**src/rtl/core/pcs_ard_isqrt.sv**
```systemverilog
// Pipelined integer square root, one root bit per register stage.
// Standalone; instanced by the dispatch top level.
module pcs_ard_isqrt #(
	parameter int unsigned N = 23
) (
	input  logic           clk,
	input  logic           arst_n,
	input  logic           in_valid,
	input  logic [2*N-1:0] radicand,
	output logic           out_valid,
	output logic [N-1:0]   root
);

	logic           v_s    [0:N];
	logic [N+1:0]   rem_s  [0:N];
	logic [N-1:0]   root_s [0:N];
	logic [2*N-1:0] rad_s  [0:N];

	assign v_s[0]    = in_valid;
	assign rem_s[0]  = '0;
	assign root_s[0] = '0;
	assign rad_s[0]  = radicand;

	for (genvar k = 1; k <= N; k++) begin : g_stage
		logic [N+1:0] rem_sh;
		logic [N+1:0] trial;

		// bring down the next two radicand bits, try a one in the root
		assign rem_sh = {rem_s[k-1][N-1:0], rad_s[k-1][2*N-1 -: 2]};
		assign trial  = {root_s[k-1], 2'b01};

		always_ff @(posedge clk or negedge arst_n) begin
			if (!arst_n) begin
				v_s[k] <= 1'b0;
			end else begin
				v_s[k] <= v_s[k-1];
			end
		end

		always_ff @(posedge clk) begin
			if (rem_sh >= trial) begin
				rem_s[k]  <= rem_sh - trial;
				root_s[k] <= {root_s[k-1][N-2:0], 1'b1};
			end else begin
				rem_s[k]  <= rem_sh;
				root_s[k] <= {root_s[k-1][N-2:0], 1'b0};
			end
			rad_s[k] <= {rad_s[k-1][2*N-3:0], 2'b00};
		end
	end

	assign out_valid = v_s[N];
	assign root      = root_s[N];

endmodule

```
**config.mk**
```make
export PLATFORM = sky130hd
export DESIGN_NAME = pcs_ard_isqrt
export DESIGN_NICKNAME = d
export VERILOG_FILES = /design/src/rtl/core/pcs_ard_isqrt.sv
export SDC_FILE = /design/constraint.sdc
export NUM_CORES = 2
export LEC_CHECK = 0
export ABC_CLOCK_PERIOD_IN_PS = 3900
export BUFFER_PORTS_ARGS = -buffer_cell sky130_fd_sc_hd__buf_2
export CORE_AREA = 2 2 365 367
export CTS_BUF_LIST = sky130_fd_sc_hd__clkbuf_8
export DETAILED_ROUTE_END_ITERATION = 7
export DIE_AREA = 0 0 367 369
export HOLD_SLACK_MARGIN = 0.05
export SLEW_MARGIN = 5
export SYNTH_ARGS = -nofsm -noshare
export SYNTH_HDL_FRONTEND = slang
export SYNTH_SLANG_ARGS = --single-unit
```
**constraint.sdc**
```tcl
create_clock -name clk -period 3.9 [get_ports clk]
set_clock_uncertainty 0.2 [all_clocks]
set_input_delay 0.585 -clock clk [delete_from_list [all_inputs] [get_ports clk]]
set_output_delay 0.585 -clock clk [all_outputs]
set_load 0.05 [all_outputs]
```
After elaboration in Yosys (flattened, before gate mapping)
Cells that the tools add are included.
{"block": "word_totals", "inputBits": 49, "ff_bits": 1291}
{"block": "classes", "n_mux": 45, "addsub": 22, "n_lt_le_gt_ge": 23}
{"operator": "$mux 23", "n": 21}
{"operator": "$ge 25x10->1", "n": 1}
{"operator": "$ge 25x11->1", "n": 1}
{"operator": "$ge 25x12->1", "n": 1}
{"operator": "$ge 25x13->1", "n": 1}
{"operator": "$ge 25x14->1", "n": 1}
{"operator": "$ge 25x15->1", "n": 1}
{"operator": "$ge 25x16->1", "n": 1}
{"operator": "$ge 25x17->1", "n": 1}
{"operator": "$ge 25x18->1", "n": 1}
{"operator": "$ge 25x19->1", "n": 1}
{"operator": "$ge 25x20->1", "n": 1}
{"operator": "$ge 25x21->1", "n": 1}
{"operator": "$ge 25x22->1", "n": 1}
{"operator": "$ge 25x23->1", "n": 1}
{"operator": "$ge 25x24->1", "n": 1}
{"operator": "$ge 25x3->1", "n": 1}
{"operator": "$ge 25x4->1", "n": 1}
{"operator": "$ge 25x5->1", "n": 1}
{"operator": "$ge 25x6->1", "n": 1}
{"operator": "$ge 25x7->1", "n": 1}
{"operator": "$ge 25x8->1", "n": 1}
{"operator": "$ge 25x9->1", "n": 1}
{"operator": "$mux 1", "n": 23}
{"operator": "other kinds (24)", "n": 24}

Longest topological paths before layout
{"block": "logic_depth", "ltp_word": 2, "depth_mapped": 13, "ltp_nobuf": 12}

Least setup slack after synthesis
No wires, ideal clock.
{"block": "synth_timing", "path_kind": "reg2reg", "from": "register root_s (netlist bit g_stage[13].trial[2])", "to": "register rem_s (netlist bit g_stage[14].rem_sh[23])", "arrival_time_ps": 2941, "path_slack_ps": 687, "setup_time_ps": 72, "path_stages_with_launch": 11, "cell_sequence": "dfxtp_1 > inv_1 > ha_1 > o21a_1 > nor4_1 > o41ai_1 > a2111oi_0 > or4_1 > or4_1 > nor2_1 > xor2_1"}
{"block": "synth_between", "elab_chain_cells": 2, "word_cells_on_any_way": 3, "classes_between": "1 x add/sub; 1 x order compare; 1 x mux"}
{"element": "start: declaration", "line_no": "16", "source": "logic [N-1:0] root_s [0:N];"}
{"element": "start signal: indexed assignment", "line_no": "43", "source": "root_s[k] <= {root_s[k-1][N-2:0], 1'b1};"}
{"element": "start signal: indexed assignment", "line_no": "46", "source": "root_s[k] <= {root_s[k-1][N-2:0], 1'b0};"}
{"element": "$sub 23x14->23 / $ge 25x14->1 (equally long branches)", "line_no": "42, 41"}
{"element": "$mux 23 (*)", "line_no": "41", "source": "if (rem_sh >= trial) begin"}
{"element": "end signal: indexed assignment", "line_no": "42", "source": "rem_s[k] <= rem_sh - trial;"}
{"element": "end signal: indexed assignment", "line_no": "45", "source": "rem_s[k] <= rem_sh;"}
{"element": "end: declaration", "line_no": "15", "source": "logic [N+1:0] rem_s [0:N];"}
Mark *: on every way between the ends. The rest lies on a longest branch, timed or not.
A chain may end at the register's enable or synchronous reset.

Final worst setup path
{"block": "layout_timing", "from": "register rem_s (netlist bit g_stage[10].rem_sh[12])", "to": "register rem_s (netlist bit g_stage[11].rem_sh[24])"}
{"block": "layout_between", "elab_chain_cells": 2, "word_cells_on_any_way": 3, "classes_between": "1 x add/sub; 1 x order compare; 1 x mux"}
{"element": "$sub 23x11->23 / $ge 25x11->1 (equally long branches)", "line_no": "42, 41"}
{"element": "$mux 23 (*)", "line_no": "41"}
Marked as above.

==> impl_metrics.csv <==
group,metric,value,unit
outcome,status,"complete, no violations",
die,fp.dieH,369,um
setup_path,critPathLaunchType,"register",
die,io_pins,73,
global_routing,globalRouteOverflowTotal,0,
pwr,vdd_drop_max,0.362,mV
yosys,netlist_area,45600,um^2
pwr,switching_power,10500,uW
placed_design,place_hpwl,63900,um
global_routing,grt_max_degree,35,
setup_path,worstSetupPathType,"reg -> reg",
clock_tree,clk_latency,0.91,ns
yosys,yosysSeqAreaShare,56.0,%
global_routing,grt_antenna_before_repair,3,
die,dieArea,135000,um^2
route,wl_per_cell,13.3,um
sta,rsz0062_at_grt,"no",
sta,hold_viol_final,0,
setup_path,critPathRequiredTime,4.47,ns
min_path,min-delay-start,"rad_s[721]",
placed_design,gp_congestion,0.853,
clock_tree,tritoncts,"built",
clock_tree,clk_pin_slew,0.06,ns
setup_path,cp-end-kind,"register",
route,drt_wl_total,87700,um
sta,fin_tns_setup,0,ns
setup_path,path_max_fanout,27,
clock_tree,cts.sinks,1271,
yosys,synthFlopType,"dfxtp_1",
finish,area_delta_synth_final,17.7,%
route,drcViolationCount,0,
pwr,pwr-share-seq,46.8,%
yosys,yosys_warnings,0,
die,core,131000,um^2
setup_path,arrival,4.05,ns
yosys,synth_top_area_share,54.8,%
setup_path,rrSetupSlack,0.42,ns
clock_tree,clockBufferDepth,3,
yosys,syn_area_per_cell,10.5,um^2
sta,fmax,287,MHz
pwr,comb_power_share,19.4,%
setup_path,r2r-start,"g_stage[10].rem_sh[12]",
clock_tree,cts_buffers,204,
setup_path,r2r_end,"g_stage[11].rem_sh[24]",
route,vias_per_cell,4.59,
pwr,clkPwrFrac,33.8,%
route,final_antenna_net_count,0,
die,start_util,34.8,%
clock_tree,post_cts_buffers,0,
pwr,pwr_density_cell,670,nW/um^2
route,drt_pass1_iterations,6,
finish,stdcell_count,6612,
min_path,holdPathEnd,"rad_s[677]",
sta,setup_viol,0,
sta,whs,0.0988,ns
sta,tightestPinTransition,1.02,ns
finish,nets,5045,
route,vias,30400,
clock_tree,cts_root_buffer,"clkbuf_8",
global_routing,track_usage,13.0,%
finish,final_util,41.0,%
clock_tree,htreeDepth,4,
min_path,hold-path-cell-count,0,
placed_design,io_buffers,72,
yosys,synth_edf_count,0,
die,rows,133,
die,die_w,367,um
route,drt_iter0_drc,1626,
sta,finalCritPeriodShare,89.3,%
placed_design,placed_cells,6154,
yosys,synthCells,4360,
yosys,yosys-top-cells-count,"1248 x dfxtp_1, 354 x inv_1, 298 x ha_1, 266 x nor2_1, 261 x a21oi_1",
pwr,p_leak,0.0254,uW
pwr,swShare,29.3,%
yosys,yosysMostFrequentCell,"dfxtp_1",
clock_tree,cts.repair.resized,0,
yosys,async_reset_ff_share,1.81,%
sta,slew_violations,0,
setup_path,rr_worst_depth,8,
global_routing,grt_pass1_wl,145000,um
min_path,hold_path_class,"reg -> reg",
global_routing,grt_pass1_vias,29800,
yosys,synth-seq-cells,1271,
yosys,yosysTopAreaCell,"dfxtp_1",
pwr,p_int,25500,uW
sta,fin_crit,3.48,ns
sta,slew_headroom,31.4,%
finish,final_layout_size_suffix_gt1_share,11.1,%
yosys,yosysUniqueCellTypes,82,
job,drv_cap,0,
yosys,synth_area_leaders,"dfxtp_1 55%, ha_1 8.2%, xnor2_1 3.6%",
yosys,syn_nets,4707,
==> metal layers <==
metal | GRT usage, % | vias up | share of wire [%]
met5 | 0 | - | 0
met4 | 5.99 | 0 | 3.7
met3 | 3.08 | 213 | 4.5
met2 | 21.6 | 608 | 46
met1 | 15.8 | 13900 | 45
li1 | - | 15700 | -
==> worst max-delay path by stage <==
| stage | depth (start not counted) | endpoint | slack, ns | from |
|---|---|---|---|---|
| final | 8 | g_stage[11].rem_sh[24] | 0.42 | g_stage[10].rem_sh[12] |
| after global routing | 9 | g_stage[18].rem_sh[21] | 0.22 | g_stage[17].trial[2] |
| after global placement | 8 | g_stage[11].rem_sh[24] | 0.49 | g_stage[10].rem_sh[12] |
| after CTS | 8 | g_stage[11].rem_sh[24] | 0.42 | g_stage[10].rem_sh[12] |
| after floorplan | 10 | g_stage[14].rem_sh[23] | 0.69 | g_stage[13].trial[2] |
| after detailed placement | 8 | g_stage[11].rem_sh[24] | 0.44 | g_stage[10].rem_sh[12] |
==> power by group through the flow <==
stage	Combinational (uW)	Sequential, uW	Clock (uW)
2_1_floorplan	5450	16600	0
3_3_place_gp	6810	17100	0
3_5_place_dp	6880	17100	0
4_1_cts	7000	16900	12600
5_1_grt	7890	17100	13200
6_report	6990	16800	12100
==> logic make-up (layout without fill, tap and decap cells) <==
family	after synthesis	count (layout)	share of synthesized area, %
other cells	1	2	0.00822
buf+inv	421	917	3.47
fa+ha+maj	298	298	8.17
simple gates	1079	1079	11.8
flops	1271	1271	56.0
compound gates	865	865	12.0
mux	65	65	1.57
xor+xnor	360	360	6.91
==> stage by stage <==
step | setup slack (ns) | power, uW | instance area, um^2
floorplan | 0.687 | 22000 | 45600
global placement | 0.493 | 23900 | 48300
detailed placement | 0.444 | 24000 | 48300
CTS | 0.417 | 36500 | 53700
global route | 0.218 | 38200 | 53700
finish | 0.417 | 36000 | 53700
==> layout by cell type (no fill, tap or decap), types with 18 or more instances in the layout <==
cell type	instances
a21oi_1	260
buf_4	30
dlygate4sd3_1	93
xnor2_1	186
buf_2	72
inv_1	408
clkbuf_8	249
ha_1	298
nor2b_1	42
a21o_1	105
a31o_2	18
nand3_1	71
nor3_1	112
dfrtp_1	23
a211oi_1	28
and2_1	18
clkinv_2	26
or4_1	26
nand2b_1	50
dfxtp_1	1248
o21ai_0	204
and3_1	33
nand4_1	41
nand2_1	246
xor2_1	174
o21a_1	54
a31oi_1	23
or3_1	49
mux2_2	54
nor2_1	266
o31ai_1	30
nor4_1	44
or2_2	32
==> worst max-delay path, cell delays in order (launching register included) <==
cell and delay, ns:
dfxtp_1 0.34, or4_4 0.53, or3_4 0.38, or4_4 0.44
or3_1 0.34, or3_1 0.40, o21bai_4 0.32, nor4b_1 0.24
xor2_1 0.15
==> what timing repair did <==
| item | in CTS | in global routing |
|---|---|---|
| hold buffers | 93 | 0 |
| endpoints found under the setup margin | 0 | 0 |
| endpoints found under the hold margin | 71 | 0 |
==> area by class of cell <==
type                    count  area [um^2]
fillers                 12800        77400
diodes                      1         2.50
multi-input cells        2668        18500
repair buffers            198         1580
clock buffers             249         3430
inverters                 355         1330
well taps                1755         2200
clock inverters           115         1080
flip-flops and latches   1271        25600
==> sequential cells by signal, indices dropped and copies added, names as in the netlist <==
register        count
g_stage.rem_sh    510
rad_s             462
g_stage.trial     253
root               23
v_s                22
out_valid           1
(Power assumes the default switching activity.)
